==> src/hdl/mkrd_pkg.sv <==
// ----------------------------------------------------------------------------
// mkrd_pkg
// types and constants shared by the multi knob rotary decoder
// ----------------------------------------------------------------------------
`default_nettype none

package mkrd_pkg;

	localparam int PIN_W        = 8;
	localparam int KNOB_W       = 3;
	localparam int MAX_WIDE     = 4;
	localparam int SLOTS        = MAX_WIDE + 1;
	localparam int NARROW_SLOT  = MAX_WIDE;
	localparam int BIT_A        = 0;
	localparam int BIT_B        = 1;
	localparam logic [PIN_W-1:0] WIDE_MASK   = 8'hFF;
	localparam logic [1:0]       NARROW_MASK = 2'b11;
	localparam logic [1:0]       FILL_FULL   = 2'd2;

	typedef enum logic {
		PORT_WIDE   = 1'b0,
		PORT_NARROW = 1'b1
	} port_t;

	typedef struct packed {
		logic hit;
		logic ccw;
	} lane_res_t;

	typedef struct packed {
		logic             load;
		logic [SLOTS-1:0] mask;
		logic [SLOTS-1:0] ccw;
	} merge_load_t;

endpackage

`default_nettype wire

==> src/hdl/mkrd_in_if.sv <==
// ----------------------------------------------------------------------------
// mkrd_in_if
// snapshot channel: port select and raw pin levels
// ----------------------------------------------------------------------------
`default_nettype none

interface mkrd_in_if;
	logic                       valid;
	logic                       ready;
	logic                       port_select;
	logic [mkrd_pkg::PIN_W-1:0] pin_levels;

	modport source (output valid, output port_select, output pin_levels, input ready);
	modport sink   (input valid, input port_select, input pin_levels, output ready);
endinterface

`default_nettype wire

==> src/hdl/mkrd_out_if.sv <==
// ----------------------------------------------------------------------------
// mkrd_out_if
// report channel: knob, direction and last-report mark
// ----------------------------------------------------------------------------
`default_nettype none

interface mkrd_out_if;
	logic                        valid;
	logic                        ready;
	logic [mkrd_pkg::KNOB_W-1:0] knob_index;
	logic                        counter_clockwise;
	logic                        last_report;

	modport source (output valid, output knob_index, output counter_clockwise,
		output last_report, input ready);
	modport sink   (input valid, input knob_index, input counter_clockwise,
		input last_report, output ready);
endinterface

`default_nettype wire

==> src/hdl/mkrd_lane.sv <==
// ----------------------------------------------------------------------------
// mkrd_lane
// one knob checker: quiet newest pair, then direction from old and oldest
// ----------------------------------------------------------------------------
`default_nettype none

module mkrd_lane (
	input  logic [1:0]          newest,
	input  logic [1:0]          old,
	input  logic [1:0]          oldest,
	output mkrd_pkg::lane_res_t res
);

	logic quiet;
	logic ccw;
	logic cw;

	assign quiet   = (newest == 2'b00);
	assign ccw     = old[mkrd_pkg::BIT_A] && oldest[mkrd_pkg::BIT_B];
	assign cw      = old[mkrd_pkg::BIT_B] && oldest[mkrd_pkg::BIT_A];
	assign res.hit = quiet && (ccw || cw);
	assign res.ccw = ccw;

endmodule

`default_nettype wire

==> src/hdl/mkrd_merge.sv <==
// ----------------------------------------------------------------------------
// mkrd_merge
// holds the lane hits of one word and issues them in knob order
// ----------------------------------------------------------------------------
`default_nettype none

module mkrd_merge (
	input  logic                  clk,
	input  logic                  arst_n,
	input  mkrd_pkg::merge_load_t ld,
	output logic                  free,
	mkrd_out_if.source            report
);

	logic [mkrd_pkg::SLOTS-1:0]  pending_q;
	logic [mkrd_pkg::SLOTS-1:0]  ccw_q;
	logic [mkrd_pkg::SLOTS-1:0]  low;
	logic [mkrd_pkg::KNOB_W-1:0] sel;
	logic                        found;
	logic                        take;
	logic                        last;

	always_comb begin
		low   = '0;
		sel   = '0;
		found = 1'b0;
		for (int i = 0; i < mkrd_pkg::SLOTS; i++) begin
			if (pending_q[i] && !found) begin
				low[i] = 1'b1;
				sel    = mkrd_pkg::KNOB_W'(i);
				found  = 1'b1;
			end
		end
	end

	assign last  = ((pending_q & ~low) == '0);
	assign take  = report.valid && report.ready;
	assign free  = (pending_q == '0) || (take && last);

	assign report.valid             = (pending_q != '0);
	assign report.knob_index        = sel;
	assign report.counter_clockwise = |(ccw_q & low);
	assign report.last_report       = last;

	always_ff @(posedge clk or negedge arst_n) begin
		if (!arst_n) begin
			pending_q <= '0;
		end else if (ld.load) begin
			pending_q <= ld.mask;
		end else if (take) begin
			pending_q <= pending_q & ~low;
		end
	end

	always_ff @(posedge clk) begin
		if (ld.load) begin
			ccw_q <= ld.ccw;
		end
	end

endmodule

`default_nettype wire

==> src/hdl/multi_knob_rotary_decoder_core.sv <==
// ----------------------------------------------------------------------------
// multi_knob_rotary_decoder_core
// quadrature decoder for a four-knob wide port and a one-knob narrow port
// ----------------------------------------------------------------------------
// Each word on sample is an active-low pin snapshot from one port. It is
// inverted, masked and added to that port's three-deep window; once the window
// is full, one checker lane per knob looks for a completed step and the
// results are issued on report in ascending knob order, one per cycle while
// report.ready is high, with last_report on the final one. A snapshot that
// gives no report leaves sample.ready high, so snapshots may follow back to
// back; a snapshot that gives reports, at most four, holds sample.ready low
// until its last report is taken, and the next snapshot is taken in the cycle
// its last report is taken.
// ----------------------------------------------------------------------------
`default_nettype none

module multi_knob_rotary_decoder_core #(
	parameter int WIDE_PORT_KNOBS = 4
) (
	input  logic       clk,
	input  logic       arst_n,
	mkrd_in_if.sink    sample,
	mkrd_out_if.source report
);

	localparam int LANES = (WIDE_PORT_KNOBS < mkrd_pkg::MAX_WIDE) ?
		WIDE_PORT_KNOBS : mkrd_pkg::MAX_WIDE;

	logic [mkrd_pkg::PIN_W-1:0] wide_win_q [2];
	logic [1:0]                 wide_fill_q;
	logic [1:0]                 narrow_win_q [2];
	logic [1:0]                 narrow_fill_q;

	logic                       narrow;
	logic                       accept;
	logic                       full;
	logic                       free;
	logic [mkrd_pkg::PIN_W-1:0] snap;
	logic [mkrd_pkg::PIN_W-1:0] old;
	logic [mkrd_pkg::PIN_W-1:0] oldest;
	logic [mkrd_pkg::SLOTS-1:0] hits;
	logic [mkrd_pkg::SLOTS-1:0] dirs;
	mkrd_pkg::lane_res_t        lane_res [mkrd_pkg::MAX_WIDE];
	mkrd_pkg::merge_load_t      ld;

	assign narrow = (mkrd_pkg::port_t'(sample.port_select) == mkrd_pkg::PORT_NARROW);
	assign accept = sample.valid && sample.ready;
	assign sample.ready = free;

	always_comb begin
		if (narrow) begin
			snap   = {6'b0, ~sample.pin_levels[1:0] & mkrd_pkg::NARROW_MASK};
			old    = {6'b0, narrow_win_q[1]};
			oldest = {6'b0, narrow_win_q[0]};
			full   = (narrow_fill_q == mkrd_pkg::FILL_FULL);
		end else begin
			snap   = ~sample.pin_levels & mkrd_pkg::WIDE_MASK;
			old    = wide_win_q[1];
			oldest = wide_win_q[0];
			full   = (wide_fill_q == mkrd_pkg::FILL_FULL);
		end
	end

	for (genvar g = 0; g < mkrd_pkg::MAX_WIDE; g++) begin : g_lane
		mkrd_lane u_lane (
			.newest (snap[2*g+1:2*g]),
			.old    (old[2*g+1:2*g]),
			.oldest (oldest[2*g+1:2*g]),
			.res    (lane_res[g])
		);
	end

	always_comb begin
		hits = '0;
		dirs = '0;
		for (int i = 0; i < mkrd_pkg::MAX_WIDE; i++) begin
			hits[i] = full && !narrow && (i < LANES) && lane_res[i].hit;
			dirs[i] = lane_res[i].ccw;
		end
		hits[mkrd_pkg::NARROW_SLOT] = full && narrow && lane_res[0].hit;
		dirs[mkrd_pkg::NARROW_SLOT] = lane_res[0].ccw;
	end

	assign ld.load = accept && (hits != '0);
	assign ld.mask = hits;
	assign ld.ccw  = dirs;

	// window update per snapshot
	always_ff @(posedge clk or negedge arst_n) begin
		if (!arst_n) begin
			wide_win_q[0]   <= '0;
			wide_win_q[1]   <= '0;
			wide_fill_q     <= '0;
			narrow_win_q[0] <= '0;
			narrow_win_q[1] <= '0;
			narrow_fill_q   <= '0;
		end else if (accept) begin
			if (narrow) begin
				if (!full) begin
					narrow_win_q[narrow_fill_q[0]] <= snap[1:0];
					narrow_fill_q                  <= narrow_fill_q + 2'd1;
				end else if (hits != '0) begin
					narrow_win_q[0] <= '0;
					narrow_win_q[1] <= '0;
					narrow_fill_q   <= '0;
				end else begin
					narrow_win_q[0] <= narrow_win_q[1];
					narrow_win_q[1] <= snap[1:0];
				end
			end else begin
				if (!full) begin
					wide_win_q[wide_fill_q[0]] <= snap;
					wide_fill_q                <= wide_fill_q + 2'd1;
				end else if (hits != '0) begin
					wide_win_q[0] <= '0;
					wide_win_q[1] <= '0;
					wide_fill_q   <= '0;
				end else begin
					wide_win_q[0] <= wide_win_q[1];
					wide_win_q[1] <= snap;
				end
			end
		end
	end

	mkrd_merge u_merge (
		.clk    (clk),
		.arst_n (arst_n),
		.ld     (ld),
		.free   (free),
		.report (report)
	);

endmodule

`default_nettype wire

==> src/flat_wrapper.sv <==
// flat-port wrapper written by rule: the top's interface ports become plain ports
module multi_knob_rotary_decoder_core_flat 
#(
	parameter int WIDE_PORT_KNOBS = 4
)
  (clk, arst_n, sample_valid, sample_port_select, sample_pin_levels, sample_ready, report_valid, report_knob_index, report_counter_clockwise, report_last_report, report_ready);
  mkrd_in_if sample_i ();
  mkrd_out_if report_i ();
  input  logic clk;
  input  logic arst_n;
  input wire logic [$bits(sample_i.valid)-1:0] sample_valid;
  input wire logic [$bits(sample_i.port_select)-1:0] sample_port_select;
  input wire logic [$bits(sample_i.pin_levels)-1:0] sample_pin_levels;
  output wire logic [$bits(sample_i.ready)-1:0] sample_ready;
  output wire logic [$bits(report_i.valid)-1:0] report_valid;
  output wire logic [$bits(report_i.knob_index)-1:0] report_knob_index;
  output wire logic [$bits(report_i.counter_clockwise)-1:0] report_counter_clockwise;
  output wire logic [$bits(report_i.last_report)-1:0] report_last_report;
  input wire logic [$bits(report_i.ready)-1:0] report_ready;
  assign sample_i.valid = sample_valid;
  assign sample_i.port_select = sample_port_select;
  assign sample_i.pin_levels = sample_pin_levels;
  assign sample_ready = sample_i.ready;
  assign report_valid = report_i.valid;
  assign report_knob_index = report_i.knob_index;
  assign report_counter_clockwise = report_i.counter_clockwise;
  assign report_last_report = report_i.last_report;
  assign report_i.ready = report_ready;
  multi_knob_rotary_decoder_core #(.WIDE_PORT_KNOBS(WIDE_PORT_KNOBS)) u_core (.clk(clk), .arst_n(arst_n), .sample(sample_i), .report(report_i));
endmodule
==> config.mk <==
export PLATFORM = sky130hd
export DESIGN_NAME = multi_knob_rotary_decoder_core_flat
export DESIGN_NICKNAME = d
export VERILOG_FILES = /design/src/hdl/mkrd_pkg.sv /design/src/hdl/mkrd_in_if.sv /design/src/hdl/mkrd_out_if.sv /design/src/hdl/mkrd_lane.sv /design/src/hdl/mkrd_merge.sv /design/src/hdl/multi_knob_rotary_decoder_core.sv /design/src/flat_wrapper.sv
export SDC_FILE = /design/constraint.sdc
export NUM_CORES = 1
export LEC_CHECK = 0
export BUFFER_PORTS_ARGS = -buffer_cell sky130_fd_sc_hd__buf_2
export CORE_MARGIN = 2
export CORE_UTILIZATION = 50
export CTS_BUF_LIST = sky130_fd_sc_hd__clkbuf_2 sky130_fd_sc_hd__clkbuf_4 sky130_fd_sc_hd__clkbuf_8
export DETAILED_ROUTE_END_ITERATION = 8
export HOLD_SLACK_MARGIN = 0.08
export PLACE_DENSITY = 0.8
export SYNTH_ARGS = -nofsm -noshare
export SYNTH_HDL_FRONTEND = slang
export SYNTH_SLANG_ARGS = --single-unit
==> constraint.sdc <==
create_clock -name clk -period 2.6 [get_ports clk]
set_clock_uncertainty 0.2 [all_clocks]
set_input_delay 0 -clock clk [delete_from_list [all_inputs] [get_ports clk]]
set_output_delay 0 -clock clk [all_outputs]
set_load 0.05 [all_outputs]
==> flow_summary_export.csv <==
group,metric,value,unit
drt,drt-vias-per-instance,5.38,
drt,drt_iter0_drc,61,
worst_setup_path,path_class,"reg2reg",
drt,highest_layer,"met4",
clock_tree,clockBufferDepth,2,
pwr,intPower,0.00121,W
drt,met2_length,1.89,mm
outcome,outcome,"finished, final reports clean",
grt,track_usage,21.7,%
yosys,synth_top_flop_cell,"dfrtp_1",
yosys,syn_area_per_cell,9.62,µm²
drt,route.vias.total,1473,
yosys,synth_top_area_share,40.1,%
worst_setup_path,reg2reg_from,"u_core.u_merge.pending_q[1]$_DFFE_PN0P_",
grt,grt_start_max_net_pins,30,
grt,grt_pass1_vias,1408,
sta,whs,0.330,ns
drt,routedWlPerCell,14.3,µm
worst_setup_path,endpoint,"u_core.narrow_win_q[1]$_DFFE_PN0P_",
yosys,yosysWarnings,0,
die,die_width,64.2,µm
worst_hold_path,hold_path.class,"in2reg",
sta,final_max_slew_viol_count,0,
yosys,synthesis.nets,201,
pwr,switchingPower,0.000718,W
sta,period_minus_slack,2.50,ns
sta,setup_viol,0,
sta,fmax,400,MHz
yosys,async_reset_ff_share,87.9,%
yosys,synth_edf_count,4,
sta,period_share,96.1,%
pwr,p_per_area,876,mW/mm²
drt,wl,3.92,mm
clock_tree,h-tree-depth,2,
clock_tree,clock-sinks,33,
grt,grt_pass1_wl,6.77,mm
pwr,clkPwrFrac,17.2,%
pwr,ir_drop,0.567,mV
placement,io_buffers,19,
worst_setup_path,critPathArrivalTime,2.52,ns
cells_and_area,area_growth,21.8,%
drt,route.detailed.drc,0,
yosys,synth.most_common_cell,"nor2_1",
sta,hold_viol_final,0,
yosys,yosysUniqueCellTypes,44,
yosys,syn_inst,188,
sta,worst-slew-pin-transition,0.552,ns
die,core-area,0.00342,mm²
worst_setup_path,worst_ep_required_time,2.63,ns
sta,relSlewSlack,62.9,%
worst_hold_path,hold_depth,5,
cells_and_area,drive_above_1_share,25.4,%
pwr,comb_power_share,36.7,%
worst_setup_path,rrSetupSlack,0.10,ns
cells_and_area,nNetsFinal,240,
worst_setup_path,cp-end-kind,"register",
drt,drtPass1Iterations,4,
pwr,p_leak,0.975,nW
die,row_count,21,
pwr,swShare,37.2,%
die,die_h,64.2,µm
die,start_util,53.0,%
yosys,syn_area,0.00181,mm²
yosys,seq_area_frac_synth,46.7,%
clock_tree,clk_pin_slew,0.10,ns
grt,antenna_found_initial,0,
yosys,synth.area.top_cells,"dfrtp_1, nor2_1, edfxtp_1",
cells_and_area,n_antenna_cell,0,
yosys,synthTopCellsByCount,"nor2_1, dfrtp_1, a21oi_1, nand2_1, mux2_2",
clock_tree,clock_latency,0.35,ns
worst_setup_path,crit_fanout,12,
placement,placedCellCount,247,
worst_setup_path,reg2regPathDepth,8,
drt,wl_met3,131,µm
drt,wl_met1,1.85,mm
yosys,yosys.area.top_type,"dfrtp_1",
clock_tree,clk_root_buffer_cell,"clkbuf_4",
die,die-area,0.00412,mm²
placement,gp_congestion,0.823,
drt,drtAntennaViolNets,0,
worst_setup_path,reg2reg_to,"u_core.narrow_win_q[1]$_DFFE_PN0P_",
clock_tree,numCtsBuffers,5,
cells_and_area,instances_no_fill,274,
grt,grt-ovfl-total,0,
worst_setup_path,startpoint_type,"register",
pwr,seqPwrFrac,46.2,%
die,io_pins,20,
clock_tree,cts_tree,"done",
placement,dp_hpwl,2.54,mm
yosys,ys_ff_latch,33,
worst_setup_path,startpoint,"u_core.u_merge.pending_q[1]$_DFFE_PN0P_",
flow_run,cap_violations,0,
## critical path, cell delays in order, from the launching register on
cell and delay (ns):
dfrtp_2 0.47, nor3_2 0.23, nand2_1 0.09, a21o_4 0.21, a21oi_4 0.15, buf_6 0.16, nand3b_1 0.15, mux2i_1 0.16
dlygate4sd3_1 0.55
## how the worst min path moves through the flow
stage	startpoint	endpoint
after floorplan	arst_n	u_core.narrow_fill_q[0]$_DFFE_PN0P_
after global placement	arst_n	u_core.wide_win_q[14]$_DFFE_PN0P_
after detailed placement	arst_n	u_core.wide_win_q[14]$_DFFE_PN0P_
after CTS	sample_pin_levels[4]	u_core.wide_win_q[12]$_DFFE_PN0P_
after global routing	report_ready	u_core.u_merge.pending_q[4]$_DFFE_PN0P_
final	sample_pin_levels[6]	u_core.wide_win_q[14]$_DFFE_PN0P_
## power groups by stage
| stage | sequential [W] | combinational [W] | clock (W) |
|---|---|---|---|
| after global placement | 0.000893 | 0.000629 | 0 |
| after floorplan | 0.000836 | 0.000535 | 0 |
| final | 0.000892 | 0.000708 | 0.000332 |
| after CTS | 0.000888 | 0.000705 | 0.000342 |
| after global routing | 0.000919 | 0.000800 | 0.000363 |
| after detailed placement | 0.000897 | 0.000654 | 0 |
## flip-flops by register name, summed over array words and instances (netlist names)
name                      flops
u_core.wide_fill_q            2
u_core.narrow_win_q           4
u_core.u_merge.pending_q      5
u_core.wide_win_q            16
u_core.narrow_fill_q          2
u_core.u_merge.ccw_q          4
## metal layers
metal | up-vias | track usage (%)
met5 | - | 0
met4 | 0 | 8.24
met3 | 5 | 5.63
met2 | 24 | 34.5
met1 | 698 | 28.5
li1 | 746 | -
## timing repair
item                       in CTS  in global routing
gates resized for setup         0                  3
setup buffers                   0                  2
setup endpoints to repair       0                  2
hold buffers                   17                  0
hold endpoints to repair       59                  0
## kinds of logic after synthesis
| logic type | Yosys count | share of synthesized area, % |
|---|---|---|
| buffers and inverters | 14 | 4.15 |
| muxes | 13 | 8.37 |
| and+or+nand+nor | 75 | 19.5 |
| DFF | 33 | 46.8 |
| AOI/OAI and AO/OA | 53 | 21.2 |
## through the flow
step	setup WS [ns]	util [%]	setup TNS, ns	total power [W]	area, µm²
4_1_cts	0.0271	63.9	0	0.00194	2180
3_5_place_dp	0.283	56.6	0	0.00155	1930
5_1_grt	-0.00845	64.5	-0.00845	0.00208	2200
6_report	0.102	64.5	0	0.00193	2200
3_3_place_gp	0.336	56.6	0	0.00152	1930
2_1_floorplan	0.477	-	0	0.00137	1810
## cell usage in the layout (no fill, tap or decap), drive strengths merged, types with 2 or more instances in the layout
cell type    Yosys  final
nor2            41     41
dfrtp           29     29
buf              7     26
a21oi           24     24
nand2           16     16
dlygate4sd3      0     16
mux2            11     11
o21ai            7      7
clkbuf           3      7
inv              4      4
a22oi            4      4
edfxtp           4      4
nor2b            3      3
a31oi            3      3
and2             3      3
a211oi           3      3
nand3            2      2
nand3b           2      2
o31ai            2      2
mux2i            2      2
nor3             2      2
## area by class of cell
type                            count  area, µm²
Sequential cell                    33        848
Multi-Input combinational cell    141        888
Timing Repair Buffer               42        324
Fill cell                         292       1210
Inverter                            4       15.0
Clock buffer                        7       65.1
Tap cell                           46       57.6
Clock inverter                      1       5.00
Note: power is estimated with default switching activity, not from simulation.
